`config.mk`:
```
export PLATFORM = sky130hd
export DESIGN_NAME = arp_responder_cache
export DESIGN_NICKNAME = d
export VERILOG_FILES = /design/src/hdl/arpc_pkg.sv /design/src/hdl/arpc_fifo.sv /design/src/hdl/arpc_front.sv /design/src/hdl/arpc_back.sv /design/src/hdl/arp_responder_cache.sv
export SDC_FILE = /design/constraint.sdc
export NUM_CORES = 2
export LEC_CHECK = 0
export BUFFER_PORTS_ARGS = -buffer_cell sky130_fd_sc_hd__buf_2
export CAP_MARGIN = 30
export CORE_MARGIN = 2
export CORE_UTILIZATION = 40
export DETAILED_ROUTE_END_ITERATION = 8
export PLACE_DENSITY = 0.54
export SLEW_MARGIN = 5
export SYNTH_ARGS = -nofsm -noshare
export SYNTH_HDL_FRONTEND = slang
export SYNTH_SLANG_ARGS = --single-unit
export TNS_END_PERCENT = 20
```
`constraint.sdc`:
```
create_clock -name clk -period 11.71 [get_ports clk]
set_input_delay 1.171 -clock clk [delete_from_list [all_inputs] [get_ports clk]]
set_output_delay 1.171 -clock clk [all_outputs]
set_load 0.05 [all_outputs]
```
`src/hdl/arpc_pkg.sv`:
```
// Shared types and constants for the ARP responder with address cache.
// No dependencies; imported by every module of the block but arpc_fifo.
`default_nettype none
package arpc_pkg;

	localparam int TABLE_ENTRIES_DEF = 16;
	localparam int QUEUE_DEPTH       = 2;

	localparam int ADDR_W = 4;
	localparam int DATA_W = 64;

	// register byte addresses, decoded on paddr[3]
	localparam logic REG_OWN_MAC = 1'b0;
	localparam logic REG_OWN_IP  = 1'b1;

	localparam logic OP_PACKET = 1'b0;
	localparam logic OP_QUERY  = 1'b1;

	localparam logic [7:0]  HW_LEN_ETH   = 8'd6;
	localparam logic [7:0]  PROTO_LEN_IP = 8'd4;
	localparam logic [15:0] ARP_REQUEST  = 16'h0001;
	localparam logic [47:0] MAC_BCAST    = 48'hffff_ffff_ffff;

	localparam logic [1:0] ACT_NONE     = 2'd0;
	localparam logic [1:0] ACT_REPLY    = 2'd1;
	localparam logic [1:0] ACT_BCAST    = 2'd2;
	localparam logic [1:0] ACT_ANSWERED = 2'd3;

	localparam logic [1:0] STS_OK      = 2'd0;
	localparam logic [1:0] STS_BAD_LEN = 2'd1;
	localparam logic [1:0] STS_NOT_US  = 2'd2;
	localparam logic [1:0] STS_FULL    = 2'd3;

	typedef struct packed {
		logic        operation;
		logic [7:0]  hw_len;
		logic [7:0]  proto_len;
		logic [15:0] arp_oper;
		logic [47:0] sender_mac;
		logic [31:0] sender_ip;
		logic [31:0] target_ip;
		logic [31:0] query_ip;
	} item_t;

	typedef struct packed {
		logic [1:0]  action;
		logic [1:0]  status;
		logic        learned;
		logic [47:0] pkt_dest_mac;
		logic [31:0] pkt_dest_ip;
		logic [47:0] found_mac;
	} result_t;

	// classified request handed from front to back
	typedef struct packed {
		logic        drop;
		logic        is_query;
		logic        own_query;
		logic        learn_cand;
		logic        search;
		logic        tgt_us;
		logic        oper_req;
		logic [31:0] key_ip;
		logic [47:0] mac;
	} cmd_t;

	typedef enum logic [1:0] {
		BK_IDLE,
		BK_READ,
		BK_CMP,
		BK_DONE
	} back_state_t;

endpackage
`default_nettype wire

```
`src/hdl/arpc_fifo.sv`:
```
// Small synchronous queue of any packed type.
// Depends on nothing but its parameters.
`default_nettype none
module arpc_fifo #(
	parameter type T     = logic,
	parameter int  DEPTH = 2
) (
	input  wire logic clk,
	input  wire logic arst_n,
	input  wire logic push,
	input  wire T     din,
	output logic      full,
	input  wire logic pop,
	output T          dout,
	output logic      empty
);

	localparam int PTR_W = (DEPTH > 1) ? $clog2(DEPTH) : 1;
	localparam int CNT_W = $clog2(DEPTH + 1);

	T                 mem_q [DEPTH];
	logic [PTR_W-1:0] wr_ptr_q, rd_ptr_q;
	logic [CNT_W-1:0] cnt_q;
	logic             do_push, do_pop;

	assign full    = (cnt_q == CNT_W'(DEPTH));
	assign empty   = (cnt_q == '0);
	assign do_push = push && !full;
	assign do_pop  = pop && !empty;
	assign dout    = mem_q[rd_ptr_q];

	always_ff @(posedge clk or negedge arst_n) begin
		if (!arst_n) begin
			wr_ptr_q <= '0;
			rd_ptr_q <= '0;
			cnt_q    <= '0;
		end else begin
			if (do_push)
				wr_ptr_q <= (wr_ptr_q == PTR_W'(DEPTH - 1)) ? '0 : wr_ptr_q + 1'b1;
			if (do_pop)
				rd_ptr_q <= (rd_ptr_q == PTR_W'(DEPTH - 1)) ? '0 : rd_ptr_q + 1'b1;
			if (do_push && !do_pop)
				cnt_q <= cnt_q + 1'b1;
			else if (do_pop && !do_push)
				cnt_q <= cnt_q - 1'b1;
		end
	end

	always_ff @(posedge clk) begin
		if (do_push)
			mem_q[wr_ptr_q] <= din;
	end

endmodule
`default_nettype wire

```
`src/hdl/arpc_front.sv`:
```
// Front end: takes requests, classifies them and hands them to the command queue.
// Depends on arpc_pkg.
`default_nettype none
module arpc_front
	import arpc_pkg::*;
(
	input  wire logic        clk,
	input  wire logic        arst_n,
	input  wire logic        push,
	output logic             full,
	input  wire item_t       item,
	input  wire logic [31:0] own_ip,
	output logic             cmd_push,
	output cmd_t             cmd,
	input  wire logic        cmd_full
);

	logic valid_s1;
	cmd_t cmd_s1;
	cmd_t cls;
	logic accept;

	always_comb begin
		cls            = '0;
		cls.is_query   = (item.operation == OP_QUERY);
		cls.drop       = !cls.is_query &&
		                 ((item.hw_len != HW_LEN_ETH) || (item.proto_len != PROTO_LEN_IP));
		cls.own_query  = cls.is_query && (item.query_ip == own_ip);
		cls.learn_cand = !cls.is_query && !cls.drop &&
		                 (item.sender_ip != '0) && (item.sender_ip != own_ip);
		cls.search     = cls.is_query ? !cls.own_query : cls.learn_cand;
		cls.tgt_us     = (item.target_ip == own_ip);
		cls.oper_req   = (item.arp_oper == ARP_REQUEST);
		cls.key_ip     = cls.is_query ? item.query_ip : item.sender_ip;
		cls.mac        = item.sender_mac;
	end

	assign full     = valid_s1 && cmd_full;
	assign accept   = push && !full;
	assign cmd_push = valid_s1 && !cmd_full;
	assign cmd      = cmd_s1;

	always_ff @(posedge clk or negedge arst_n) begin
		if (!arst_n)
			valid_s1 <= 1'b0;
		else if (accept)
			valid_s1 <= 1'b1;
		else if (cmd_push)
			valid_s1 <= 1'b0;
	end

	always_ff @(posedge clk) begin
		if (accept)
			cmd_s1 <= cls;
	end

endmodule
`default_nettype wire

```
`src/hdl/arpc_back.sv`:
```
// Back end: searches and updates the address table, builds one result per request.
// Depends on arpc_pkg.
`default_nettype none
module arpc_back
	import arpc_pkg::*;
#(
	parameter int TABLE_ENTRIES = TABLE_ENTRIES_DEF
) (
	input  wire logic        clk,
	input  wire logic        arst_n,
	input  wire logic        cmd_empty,
	input  wire cmd_t        cmd,
	output logic             cmd_pop,
	input  wire logic [47:0] own_mac,
	input  wire logic        res_full,
	output logic             res_push,
	output result_t          res
);

	localparam int IDX_W = $clog2(TABLE_ENTRIES);
	localparam int CNT_W = $clog2(TABLE_ENTRIES + 1);

	logic [31:0] mem_ip  [TABLE_ENTRIES];
	logic [47:0] mem_mac [TABLE_ENTRIES];

	back_state_t      st_q, st_nxt;
	cmd_t             cmd_q;
	logic [IDX_W-1:0] addr_q;
	logic [CNT_W-1:0] count_q;
	logic             hit_q;
	logic [31:0]      rd_ip_q;
	logic [47:0]      rd_mac_q;

	logic tbl_full, match, last, rd_en, learn, miss_new;

	assign tbl_full = (count_q == CNT_W'(TABLE_ENTRIES));
	assign match    = (rd_ip_q == cmd_q.key_ip);
	assign last     = (CNT_W'(addr_q) == count_q - 1'b1);
	assign miss_new = !cmd_q.drop && !cmd_q.is_query && cmd_q.learn_cand && !hit_q;

	// next state
	always_comb begin
		st_nxt = st_q;
		case (st_q)
			BK_IDLE:
				if (!cmd_empty && !res_full)
					st_nxt = (cmd.search && count_q != '0) ? BK_READ : BK_DONE;
			BK_READ:
				st_nxt = BK_CMP;
			BK_CMP:
				st_nxt = (match || last) ? BK_DONE : BK_READ;
			BK_DONE:
				st_nxt = BK_IDLE;
			default:
				st_nxt = BK_IDLE;
		endcase
	end

	// outputs
	always_comb begin
		cmd_pop  = 1'b0;
		rd_en    = 1'b0;
		res_push = 1'b0;
		learn    = 1'b0;
		res      = '0;
		case (st_q)
			BK_IDLE:
				cmd_pop = !cmd_empty && !res_full;
			BK_READ:
				rd_en = 1'b1;
			BK_CMP: ;
			BK_DONE: begin
				res_push = 1'b1;
				if (cmd_q.drop) begin
					res.status = STS_BAD_LEN;
				end else if (cmd_q.is_query) begin
					if (cmd_q.own_query) begin
						res.action    = ACT_ANSWERED;
						res.found_mac = own_mac;
					end else if (hit_q) begin
						res.action    = ACT_ANSWERED;
						res.found_mac = rd_mac_q;
					end else begin
						res.action       = ACT_BCAST;
						res.pkt_dest_mac = MAC_BCAST;
						res.pkt_dest_ip  = cmd_q.key_ip;
					end
				end else begin
					learn       = miss_new && !tbl_full;
					res.learned = learn;
					if (!cmd_q.tgt_us) begin
						res.status = STS_NOT_US;
					end else if (cmd_q.oper_req) begin
						res.action       = ACT_REPLY;
						res.pkt_dest_mac = cmd_q.mac;
						res.pkt_dest_ip  = cmd_q.key_ip;
					end
					// a new sender that found no room overrides not-for-us
					if (miss_new && tbl_full)
						res.status = STS_FULL;
				end
			end
			default: ;
		endcase
	end

	always_ff @(posedge clk or negedge arst_n) begin
		if (!arst_n) begin
			st_q    <= BK_IDLE;
			count_q <= '0;
			addr_q  <= '0;
			hit_q   <= 1'b0;
		end else begin
			st_q <= st_nxt;
			if (cmd_pop) begin
				addr_q <= '0;
				hit_q  <= 1'b0;
			end
			if (st_q == BK_CMP) begin
				if (match)
					hit_q <= 1'b1;
				else if (!last)
					addr_q <= addr_q + 1'b1;
			end
			if (learn)
				count_q <= count_q + 1'b1;
		end
	end

	always_ff @(posedge clk) begin
		if (cmd_pop)
			cmd_q <= cmd;
	end

	// entries fill from index 0 upward, so the fill count doubles as the valid bits
	always_ff @(posedge clk) begin
		if (rd_en) begin
			rd_ip_q  <= mem_ip[addr_q];
			rd_mac_q <= mem_mac[addr_q];
		end
		if (learn) begin
			mem_ip[count_q[IDX_W-1:0]]  <= cmd_q.key_ip;
			mem_mac[count_q[IDX_W-1:0]] <= cmd_q.mac;
		end
	end

	a_count_bound: assert property (@(posedge clk) disable iff (!arst_n)
		count_q <= CNT_W'(TABLE_ENTRIES))
		else $error("fill count beyond table size");

	a_push_room: assert property (@(posedge clk) disable iff (!arst_n)
		res_push |-> !res_full)
		else $error("result pushed into full queue");

	a_learn_count: assert property (@(posedge clk) disable iff (!arst_n)
		learn |=> count_q == $past(count_q) + 1'b1)
		else $error("learned entry not counted");

	a_cmp_after_read: assert property (@(posedge clk) disable iff (!arst_n)
		st_q == BK_CMP |-> $past(st_q) == BK_READ)
		else $error("compare without table read");

	a_scan_in_fill: assert property (@(posedge clk) disable iff (!arst_n)
		rd_en |-> CNT_W'(addr_q) < count_q)
		else $error("table read past fill count");

endmodule
`default_nettype wire

```
`src/hdl/arp_responder_cache.sv`:
```
// ARP responder with IPv4-to-MAC address cache.
// Requests come in on a queue-style port (push/full) carrying item_t; each request
// yields exactly one result_t on a queue-style port (empty/pop), in request order.
// operation 0 is a decoded ARP packet: lengths are checked, a new sender is learned
// into the lowest free table entry, and a request aimed at own_ip orders a reply.
// operation 1 is an address query: own_ip answers own_mac, a cached IP answers its
// MAC, anything else orders a broadcast request.
// The table search reads one entry at a time, through a READ and then a CMP state,
// from a single-port table memory and stops at the first hit or at the fill count.
// Dropped packets, own-IP queries and zero or own senders skip the search. One
// request is in the back end at a time: it takes no new request until the last
// result is pushed; a two-entry command queue and a two-entry result queue
// decouple the sides, so input is taken while results wait, and a stalled pop
// backs up through both queues to full.
// Reset clears the table (fill count to zero), own_mac and own_ip, and the queues.
// own_mac is at byte address 0, own_ip at 8; write them only while the block is idle.
// Depends on arpc_pkg, arpc_fifo, arpc_front, arpc_back.
`default_nettype none
module arp_responder_cache
	import arpc_pkg::*;
#(
	parameter int TABLE_ENTRIES = TABLE_ENTRIES_DEF
) (
	input  wire logic              clk,
	input  wire logic              arst_n,
	input  wire logic              push,
	output logic                   full,
	input  wire item_t             item,
	output logic                   empty,
	input  wire logic              pop,
	output result_t                result,
	input  wire logic              psel,
	input  wire logic              penable,
	input  wire logic              pwrite,
	input  wire logic [ADDR_W-1:0] paddr,
	input  wire logic [DATA_W-1:0] pwdata,
	output logic [DATA_W-1:0]      prdata,
	output logic                   pready
);

	logic [47:0] own_mac_q;
	logic [31:0] own_ip_q;
	logic        wr_en;

	logic    f_cmd_push, cq_full, cq_empty, cq_pop;
	cmd_t    f_cmd, cq_cmd;
	logic    rq_full, b_res_push;
	result_t b_res;

	assign pready = 1'b1;
	assign wr_en  = psel && penable && pwrite && pready;
	assign prdata = (paddr[3] == REG_OWN_IP) ? {32'd0, own_ip_q} : {16'd0, own_mac_q};

	always_ff @(posedge clk or negedge arst_n) begin
		if (!arst_n) begin
			own_mac_q <= '0;
			own_ip_q  <= '0;
		end else if (wr_en) begin
			if (paddr[3] == REG_OWN_IP)
				own_ip_q <= pwdata[31:0];
			else
				own_mac_q <= pwdata[47:0];
		end
	end

	arpc_front u_front (
		.clk      (clk),
		.arst_n   (arst_n),
		.push     (push),
		.full     (full),
		.item     (item),
		.own_ip   (own_ip_q),
		.cmd_push (f_cmd_push),
		.cmd      (f_cmd),
		.cmd_full (cq_full)
	);

	arpc_fifo #(.T(cmd_t), .DEPTH(QUEUE_DEPTH)) u_cmd_q (
		.clk    (clk),
		.arst_n (arst_n),
		.push   (f_cmd_push),
		.din    (f_cmd),
		.full   (cq_full),
		.pop    (cq_pop),
		.dout   (cq_cmd),
		.empty  (cq_empty)
	);

	arpc_back #(.TABLE_ENTRIES(TABLE_ENTRIES)) u_back (
		.clk       (clk),
		.arst_n    (arst_n),
		.cmd_empty (cq_empty),
		.cmd       (cq_cmd),
		.cmd_pop   (cq_pop),
		.own_mac   (own_mac_q),
		.res_full  (rq_full),
		.res_push  (b_res_push),
		.res       (b_res)
	);

	arpc_fifo #(.T(result_t), .DEPTH(QUEUE_DEPTH)) u_res_q (
		.clk    (clk),
		.arst_n (arst_n),
		.push   (b_res_push),
		.din    (b_res),
		.full   (rq_full),
		.pop    (pop),
		.dout   (result),
		.empty  (empty)
	);

endmodule
`default_nettype wire

```
==> results.txt <==
outcome = finished clean
Max Buffers Root-to-Sink = 3
critical path start-end classification = flip-flop to output pin
WP data arrival = 3.35 ns
library cells used by synthesis = 47
first-pass GRT wire length = 296000 µm
die width = 450 µm
skew final = 0.0763 ns
worst-skew pair later-pin latency = 0.88 ns
IR drop worst, VDD = 0.000248 V
worst path buffer plus inverter count = 2
Crit path max-delay family = flip-flops
critical path cell sequence = buf_4, mux2_2, buf_2
synth warn = 0
DP HPWL = 123000 µm
Syn-to-layout area delta = 15.4%
initial antenna violation count = 5
synthesized netlist cell count = 3600
Avg Vias per Cell = 5.36
core area = 0.197 mm²
Final Cycle Share = 0.386
Worst-path clk slew = 0.06 ns
# hold bufs at CTS = 0
Slew Limit Fails = 0
Worst Slack Setup Final = 7.19 ns
PwrDens = 248 mW/mm²
Root Driver = clkbuf_16
Sink Count = 2074
via count = 37400
Post-route DRC = 0
Final Hold Fails = 0
Setup-failing EPs final = 0
Max Fclk = 221 MHz
num rows = 163
main flop type after synthesis = edfxtp_1
setup TNS = 0 ns
CP max stage cell = dfrtp_4
Seq/Total Area, Yosys = 0.776
Core Util, Final = 0.465
Post-Syn Area = 0.0796 mm²
fin nets = 4404
Post-synth ARST share = 0.0487
largest net degree at the start of global routing = 145
worst hold slack = 0.381 ns
Post-synth EDFFs = 1973
top fanout value on the critical path = 54
postcts setup bufs = 0
RSZ-0062 raised after global routing = no
die area = 0.202 mm²
grt ovf = 0
drt first pass iters = 5
Crit path largest cell delay = 0.99 ns
cell leakage power = 29.6 nW
min cycle time layout = 4.52 ns
vias in the first global route = 39000
#FFs+latches synth = 2074
Min-Delay Path Class = primary input to asynchronous set/reset pin
worst path required time = 10.54 ns
dpl ws = 7.25 ns
routability cong. = 0.875
most frequent cells in the layout = 1973 x edfxtp_1, 415 x buf_2, 400 x mux4_2
DRT iter0 DRCs = 3335
CTS buffer count = 215
post-route ant nets = 0
Crit. End Element = output pin
startpoint class of the critical path = flip-flop
Max-slew headroom = 0.267
TritonCTS clock tree = yes
syn_area_per_cell = 22.1 µm²
post-CTS sizing = 0
Final Routed Wirelength = 211000 µm
WL per Instance = 30.2 µm
register-to-register setup slack = 7.29 ns
PortBufs = 415
most common cell after layout, fill and taps aside = edfxtp_1
# IOs = 452
Total GRT Usage = 0.206
H-tree levels = 4
# Max-Cap Violations = 0
worst-margin pin slew = 1.10 ns
Die Span Y = 450 µm
Starting Density = 0.403
share of layout cells above drive strength 1 = 0.368
==> path summary, 6_finish.rpt <==
check,from,endpoint,depth (start not counted)
min in group clk,u_front.cmd[18]$_DFFE_PP_,u_cmd_q.mem_q[1][18]$_DFFE_PP_,0
setup / recovery,u_res_q.rd_ptr_q$_DFFE_PN0P_,result[86],3
setup reg to reg,u_back.cmd_q[85]$_DFFE_PP_,u_back.mem_mac[2][7]$_DFFE_PP_,7
hold / removal,arst_n,own_mac_q[47]$_DFFE_PN0P_,1
max in group asynchronous,arst_n,u_cmd_q.rd_ptr_q$_DFFE_PN0P_,2
hold reg to reg,u_front.cmd[18]$_DFFE_PP_,u_cmd_q.mem_q[1][18]$_DFFE_PP_,0
==> logic make-up after synthesis <==
group / count (synthesis) / synth area share
xor gates and xnor gates: 150 / 0.0165
AOI/OAI and AO/OA: 120 / 0.00974
and+or+nand+nor: 276 / 0.0177
DFF: 2074 / 0.776
muxes: 766 / 0.165
buffers and inverters: 205 / 0.0134
other: 2 / 0.0000944
adders and majority gates: 7 / 0.00110
==> state kept, by name, summed over array words and instances (netlist names), 2 cells and up <==
name / cells
u_back.st_q: 2
u_res_q.cnt_q: 2
u_back.rd_mac_q: 48
u_back.cmd_q: 86
u_back.addr_q: 4
u_back.mem_ip: 512
u_cmd_q.cnt_q: 2
u_back.rd_ip_q: 32
own_ip_q: 32
u_front.cmd: 87
u_cmd_q.mem_q: 174
u_res_q.mem_q: 266
own_mac_q: 48
u_back.mem_mac: 768
u_back.count_q: 5
==> area by class of cell <==
class | count | area [µm²]
fillers | 16600 | 106000
flip-flops and latches | 2074 | 61800
multi-input cells | 1336 | 16900
clock buffers | 272 | 5640
well taps | 2640 | 3300
repair buffers | 500 | 2830
clock inverters | 126 | 1210
inverters | 18 | 70.1
diodes | 15 | 37.5
==> synth_stat cells, types with 2 or more instances <==
| master | n | area share |
|---|---|---|
| edfxtp_1 | 1973 | 0.74 |
| mux4_2 | 400 | 0.11 |
| mux2_2 | 363 | 0.051 |
| nor2_1 | 117 | 0.0055 |
| dfrtp_1 | 101 | 0.032 |
| xor2_1 | 101 | 0.011 |
| clkbuf_1 | 100 | 0.0047 |
| a21oi_1 | 52 | 0.0033 |
| xnor2_1 | 49 | 0.0054 |
| a22oi_1 | 48 | 0.0045 |
| nor4_1 | 37 | 0.0029 |
| and2_1 | 36 | 0.0028 |
| buf_6 | 29 | 0.0041 |
| buf_1 | 28 | 0.0013 |
| nand4_1 | 19 | 0.0015 |
| inv_1 | 18 | 0.00085 |
| buf_4 | 17 | 0.0016 |
| nor2b_1 | 17 | 0.0013 |
| nand2_1 | 15 | 0.00071 |
| buf_2 | 13 | 0.00082 |
| nor3_1 | 13 | 0.00082 |
| ha_1 | 7 | 0.0011 |
| nand3_1 | 5 | 0.00031 |
| and3_1 | 4 | 0.00031 |
| nor4b_1 | 4 | 0.00044 |
| o21ai_0 | 4 | 0.00025 |
| mux2i_1 | 3 | 0.00038 |
| a2111oi_0 | 2 | 0.00022 |
| conb_1 | 2 | 0.000094 |
| nand2b_1 | 2 | 0.00016 |
| o2111ai_1 | 2 | 0.00022 |
| o211ai_1 | 2 | 0.00019 |
| o21a_1 | 2 | 0.00019 |
| o21ai_1 | 2 | 0.00013 |
==> per-stage QoR <==
stage | instance area (µm²) | total power, mW | cells
CTS | 91800 | 23.0 | 6965
global placement | 84800 | 16.3 | 6562
floorplan | 79600 | 14.3 | 3615
finish | 91800 | 22.7 | 6981
global route | 91800 | 23.6 | 6978
detailed placement | 84900 | 16.4 | 6567
==> where the power goes <==
part	total, mW	internal [mW]	switching (mW)	leakage (nW)
sequential	10.9	9.76	1.15	19.1
clock	6.63	3.74	2.90	3.31
combinational	5.21	2.07	3.14	7.18
total	22.7	15.6	7.18	29.6
==> layer usage <==
metal,wire [µm],global-route usage,vias to the layer above
met1,83000,0.257,20300
met4,7940,0.0775,0
met2,111000,0.366,984
li1,-,-,15900
met5,0,0,-
met3,8700,0.0280,262
(Power assumes the default switching activity.)
